File: src/rtl/hfd_pkg.sv
// Package for the hysteretic friction damper step block.
// Holds sequencer states, register indexes and fixed-point constants.
// No dependencies.
`timescale 1ns / 1ps

package hfd_pkg;

   localparam int unsigned DATA_W  = 32;  // displacement, force, state width
   localparam int unsigned REG_W   = 31;  // configuration register width
   localparam int unsigned IDX_W   = 3;   // configuration index width
   localparam int unsigned OPND_W  = 33;  // shared multiplier operand width
   localparam int unsigned PROD_W  = 2 * OPND_W;
   localparam int unsigned FRAC_W  = 16;  // Q16.16 fraction bits
   localparam int unsigned HQ_W    = 17;  // hysteretic factor, 0 .. 1.0

   localparam logic [HQ_W-1:0] HQ_ONE = 17'h10000;

   // configuration register indexes
   localparam logic [IDX_W-1:0] REG_YIELD_LEVEL   = 3'd0;
   localparam logic [IDX_W-1:0] REG_PLASTIC_LEVEL = 3'd1;
   localparam logic [IDX_W-1:0] REG_BAND_INVERSE  = 3'd2;
   localparam logic [IDX_W-1:0] REG_FORCE_GAIN    = 3'd3;
   localparam logic [IDX_W-1:0] REG_TIME_STEP     = 3'd4;

   // reset values
   localparam logic [REG_W-1:0] RST_YIELD_LEVEL   = 31'd0;
   localparam logic [REG_W-1:0] RST_PLASTIC_LEVEL = 31'd65536;
   localparam logic [REG_W-1:0] RST_BAND_INVERSE  = 31'd65536;
   localparam logic [REG_W-1:0] RST_FORCE_GAIN    = 31'd0;

   typedef enum logic [2:0] {
      ST_IDLE,   // waiting for a transaction
      ST_HQ,     // multiply (plastic - |q|) by band inverse
      ST_INC,    // multiply hysteretic factor by displacement change
      ST_QUPD,   // update and clamp q
      ST_FORCE,  // multiply force gain by q
      ST_SAT     // saturate force into the output register
   } state_type;

endpackage

File: src/rtl/hfd_mul.sv
// Shared signed multiplier with a registered product.
// Depends on hfd_pkg for operand widths.
`timescale 1ns / 1ps

module hfd_mul (
   input  logic                                   clock,
   input  logic signed [hfd_pkg::OPND_W-1:0]      mul_a,
   input  logic signed [hfd_pkg::OPND_W-1:0]      mul_b,
   output logic signed [hfd_pkg::PROD_W-1:0]      product
);

   logic signed [hfd_pkg::PROD_W-1:0] product_ff;
   logic signed [hfd_pkg::PROD_W-1:0] product_in;

   assign product_in = mul_a * mul_b;

   always_ff @(posedge clock) begin
      product_ff <= product_in;
   end

   assign product = product_ff;

endmodule

File: config.mk
export PLATFORM = sky130hd
export DESIGN_NAME = hfd_mul
export DESIGN_NICKNAME = d
export VERILOG_FILES = /design/src/rtl/hfd_pkg.sv /design/src/rtl/hfd_mul.sv
export SDC_FILE = /design/constraint.sdc
export NUM_CORES = 2
export LEC_CHECK = 0
export ABC_AREA = 0
export BUFFER_PORTS_ARGS = -buffer_cell sky130_fd_sc_hd__buf_4
export CAP_MARGIN = 20
export CORE_UTILIZATION = 58
export DETAILED_ROUTE_END_ITERATION = 12
export GPL_TIMING_DRIVEN = 0
export PLACE_DENSITY = 0.78
export SYNTH_ARGS = -nofsm -noshare
export SYNTH_HDL_FRONTEND = slang
export SYNTH_SLANG_ARGS = --single-unit
File: constraint.sdc
create_clock -name clock -period 7.7 [get_ports clock]
set_input_delay 0.385 -clock clock [delete_from_list [all_inputs] [get_ports clock]]
set_output_delay 0.385 -clock clock [all_outputs]
set_load 0.01 [all_outputs]
==> results_tabular.tex <==
\begin{tabular}{lr}
\hline
Metric & Value \\
\hline
\multicolumn{2}{l}{\textbf{STA}} \\
Peak Freq & 131.1 MHz \\
Slew @ Worst Pin & 0.9397 ns \\
Total Neg Setup Slack & 0 ns \\
Portion of the clock cycle consumed by the worst path in the final layout & 99.06\% \\
Hold slack & 0.4034 ns \\
Final hold viol count & 0 \\
Unrepaired setup endpoints after global routing & true \\
Count of pins over their slew limit & 0 \\
Final critical delay including setup and external delays & 7.628 ns \\
Setup violators final & 0 \\
Max\_slew headroom & 37.35\% \\
\multicolumn{2}{l}{\textbf{Yosys}} \\
Net count after synthesis & 5,731 \\
Cell area after synthesis & 40,370 um2 \\
Mapped Cells & 4,302 \\
Unique cell type count in the Yosys netlist & 61 \\
Register bit count reported by yosys & 66 \\
Synthesized area divided by synthesized cell count & 9.383 um2 \\
Synthesis Warnings & 0 \\
Dominant register cell in the synthesized netlist & sky130\_fd\_sc\_hd\_\_dfxtp\_1 \\
Number of synthesized flops with an enable pin & 0 \\
Share of synthesized registers carrying an async set or reset & 0\% \\
Sequential cell area fraction in the yosys report & 3.273\% \\
\multicolumn{2}{l}{\textbf{Route}} \\
Drt first-iter violations & 2,825 \\
Vias after detailed routing & 31,050 \\
Routed wire length & 139,900 um \\
TritonRoute pass-1 iters & 6 \\
Drt drc & 0 \\
Via-per-instance ratio & 5.753 \\
Detail-routed net length per standard cell & 25.91 um \\
Antenna Nets Post-Route & 0 \\
\multicolumn{2}{l}{\textbf{Critical path}} \\
Slowest stage cell, crit path & sky130\_fd\_sc\_hd\_\_fa\_1 \\
Worst-path fanout max & 10 \\
Stage delay of the slowest cell on the critical path & 0.57 ns \\
Kind of launch point of the worst setup path & primary input \\
Critical path data required time & 7.97 ns \\
Worst Setup Path Type & primary input to flop \\
Most frequent cell on the critical path & sky130\_fd\_sc\_hd\_\_fa\_1 \\
Kind of end point of the critical path & flop \\
Worst Path Arrival & 7.90 ns \\
\multicolumn{2}{l}{\textbf{CTS}} \\
H-tree lvl count & 3 \\
Total clock buffers created by CTS & 9 \\
Clock tree from TritonCTS & built \\
Clock slew seen by the registers of the worst setup and hold paths & 0.07 ns \\
Num Clock Sinks & 66 \\
Bufs on Longest Clock Path & 2 \\
Number of hold buffers added after cts & 0 \\
Root Driver & sky130\_fd\_sc\_hd\_\_clkbuf\_16 \\
\multicolumn{2}{l}{\textbf{Place}} \\
Placed cell area & 42,520 um2 \\
Port bufs & 132 \\
Global placement routability congestion & 1.123 \\
Dpl hpwl & 119,300 um \\
\multicolumn{2}{l}{\textbf{Global route}} \\
Maximum number of pins on one net before global-route repair & 27 \\
Global-route wire length before repair & 210,400 um \\
Antenna violations before repair & 16 \\
Aggregate global routing overflow & 0 \\
All-layer global routing usage & 41.53\% \\
Vias in the first global route & 33,420 \\
\multicolumn{2}{l}{\textbf{Final layout}} \\
Share of cells above drive strength 1 & 10.17\% \\
Flip-flop count of the largest register, all copies and words added & 66 \\
Fill cells & 5,684 \\
Final core area utilization & 63.81\% \\
Final layout net count & 5,882 \\
Syn-to-layout area delta & 8.601\% \\
Final standard cell area without fillers & 43,840 um2 \\
\multicolumn{2}{l}{\textbf{Die}} \\
Core Rows & 96 \\
Count of boundary I/O pins & 133 \\
Full die area & 70,660 um2 \\
Core area & 68,710 um2 \\
Starting utilization of the core area & 58.75\% \\
Height of the die & 265.8 um \\
Width of the die & 265.8 um \\
\multicolumn{2}{l}{\textbf{Flow run}} \\
Max-cap violations & 0 \\
\multicolumn{2}{l}{\textbf{Worst hold path}} \\
Hold/Removal Path Class & primary input to flop \\
\multicolumn{2}{l}{\textbf{Status}} \\
Status & completed \\
\hline
\end{tabular}
## synthesized netlist by cell type (2+ instances only)
cell type	n	share of area, %
sky130_fd_sc_hd__fa_1	1145	57
sky130_fd_sc_hd__inv_1	1133	11
sky130_fd_sc_hd__and2_1	562	8.7
sky130_fd_sc_hd__nand2_1	543	5.0
sky130_fd_sc_hd__clkbuf_1	220	2.0
sky130_fd_sc_hd__ha_1	217	6.7
sky130_fd_sc_hd__a21oi_1	73	0.91
sky130_fd_sc_hd__dfxtp_1	66	3.3
sky130_fd_sc_hd__xnor2_1	55	1.2
sky130_fd_sc_hd__nor2_1	47	0.44
sky130_fd_sc_hd__o21ai_0	37	0.46
sky130_fd_sc_hd__a21o_1	28	0.52
sky130_fd_sc_hd__xor2_1	20	0.43
sky130_fd_sc_hd__nand3_1	18	0.22
sky130_fd_sc_hd__a31oi_1	9	0.14
sky130_fd_sc_hd__nand2b_1	9	0.14
sky130_fd_sc_hd__nand4_1	9	0.14
sky130_fd_sc_hd__o21bai_1	8	0.15
sky130_fd_sc_hd__and3_1	7	0.11
sky130_fd_sc_hd__and4_1	7	0.15
sky130_fd_sc_hd__nor3_1	7	0.087
sky130_fd_sc_hd__o211ai_1	7	0.13
sky130_fd_sc_hd__o21a_1	7	0.13
sky130_fd_sc_hd__a211oi_1	5	0.093
sky130_fd_sc_hd__nor4_1	5	0.077
sky130_fd_sc_hd__o21ai_1	5	0.062
sky130_fd_sc_hd__a211oi_2	4	0.12
sky130_fd_sc_hd__or2_2	4	0.062
sky130_fd_sc_hd__a221o_1	3	0.074
sky130_fd_sc_hd__nor2b_1	3	0.046
sky130_fd_sc_hd__o21ba_2	3	0.074
sky130_fd_sc_hd__o22ai_1	3	0.046
sky130_fd_sc_hd__a311o_1	2	0.050
sky130_fd_sc_hd__nand3b_1	2	0.037
sky130_fd_sc_hd__o221ai_1	2	0.043
sky130_fd_sc_hd__o41ai_2	2	0.081
## logic make-up (layout without fill, tap and decap cells)
family,Yosys count,in the layout,share of synthesized area (%)
flip-flops,66,66,3.273
buffers and inverters,1354,1508,12.61
XOR/XNOR,75,75,1.627
adder cells (fa/ha/maj),1362,1362,63.51
AND/OR/NAND/NOR,1228,1228,15.38
AO/OA/AOI/OAI,217,217,3.599
other,0,10,0
## worst max-delay path, delay by kind of cell
family / cells / cell delay [ns]
AOI/OAI and AO/OA: 5 / 1.22
xor gates and xnor gates: 1 / 0.12
adders and majority gates: 9 / 4.38
buffers and inverters: 9 / 1.02
and+or+nand+nor: 4 / 0.77
## repair_timing
action	in CTS	in global routing
buffers inserted	15	9
setup endpoints to repair	34	22
pin swaps	17	27
resized for setup	257	147
## layer usage
metal	routed length [um]	share of wire [%]	GRT usage (%)
met5	25	0.018	0.3465
met4	12580	9.0	29.14
met3	17640	13	12.48
met2	61250	44	62.11
met1	48360	35	51.79
## layout make-up
type | instances | area, um2 | area share [%]
clock inverter | 3 | 40.04 | 0.09133
multi-input combinational | 2882 | 34350 | 78.37
clock buffer | 11 | 252.7 | 0.5765
sequential | 66 | 1321 | 3.014
buffer | 205 | 1166 | 2.660
antenna | 10 | 25.02 | 0.05708
tap | 931 | 1165 | 2.657
inverter | 1133 | 4260 | 9.718
timing repair buffer | 156 | 1254 | 2.860
## path summary, 6_finish.rpt
check                 startpoint          end  slack [ns]  cells after the start
worst max-delay path   mul_b[14]  product[59]        0.07                     28
worst min-delay path    mul_a[0]   product[0]        0.40                      2
## cells in the final DEF (no fill, tap or decap), drive strengths merged, types with 8 or more instances in the layout
cell type	Yosys	layout
fa	1145	1145
inv	1133	1131
and2	563	563
nand2	543	543
ha	217	217
buf	1	199
clkbuf	220	173
a21oi	73	73
dfxtp	66	66
xnor2	55	55
nor2	47	47
o21ai	43	43
a21o	28	28
xor2	20	20
nand3	18	18
diode	0	10
a31oi	10	10
nand2b	9	9
nand4	9	9
a211oi	9	9
o21bai	8	8
nor3	8	8
## through the flow
step	setup slack [ns]	instances
floorplan	0.09420	4302
global placement	-1.887	5365
detailed placement	-1.939	5365
CTS	0.002614	5384
global route	-0.08035	5392
finish	0.07229	5397
Power is left out: the tool's default activity adds up to more than one toggle a clock period on the data nets, which glitch-free logic cannot reach.
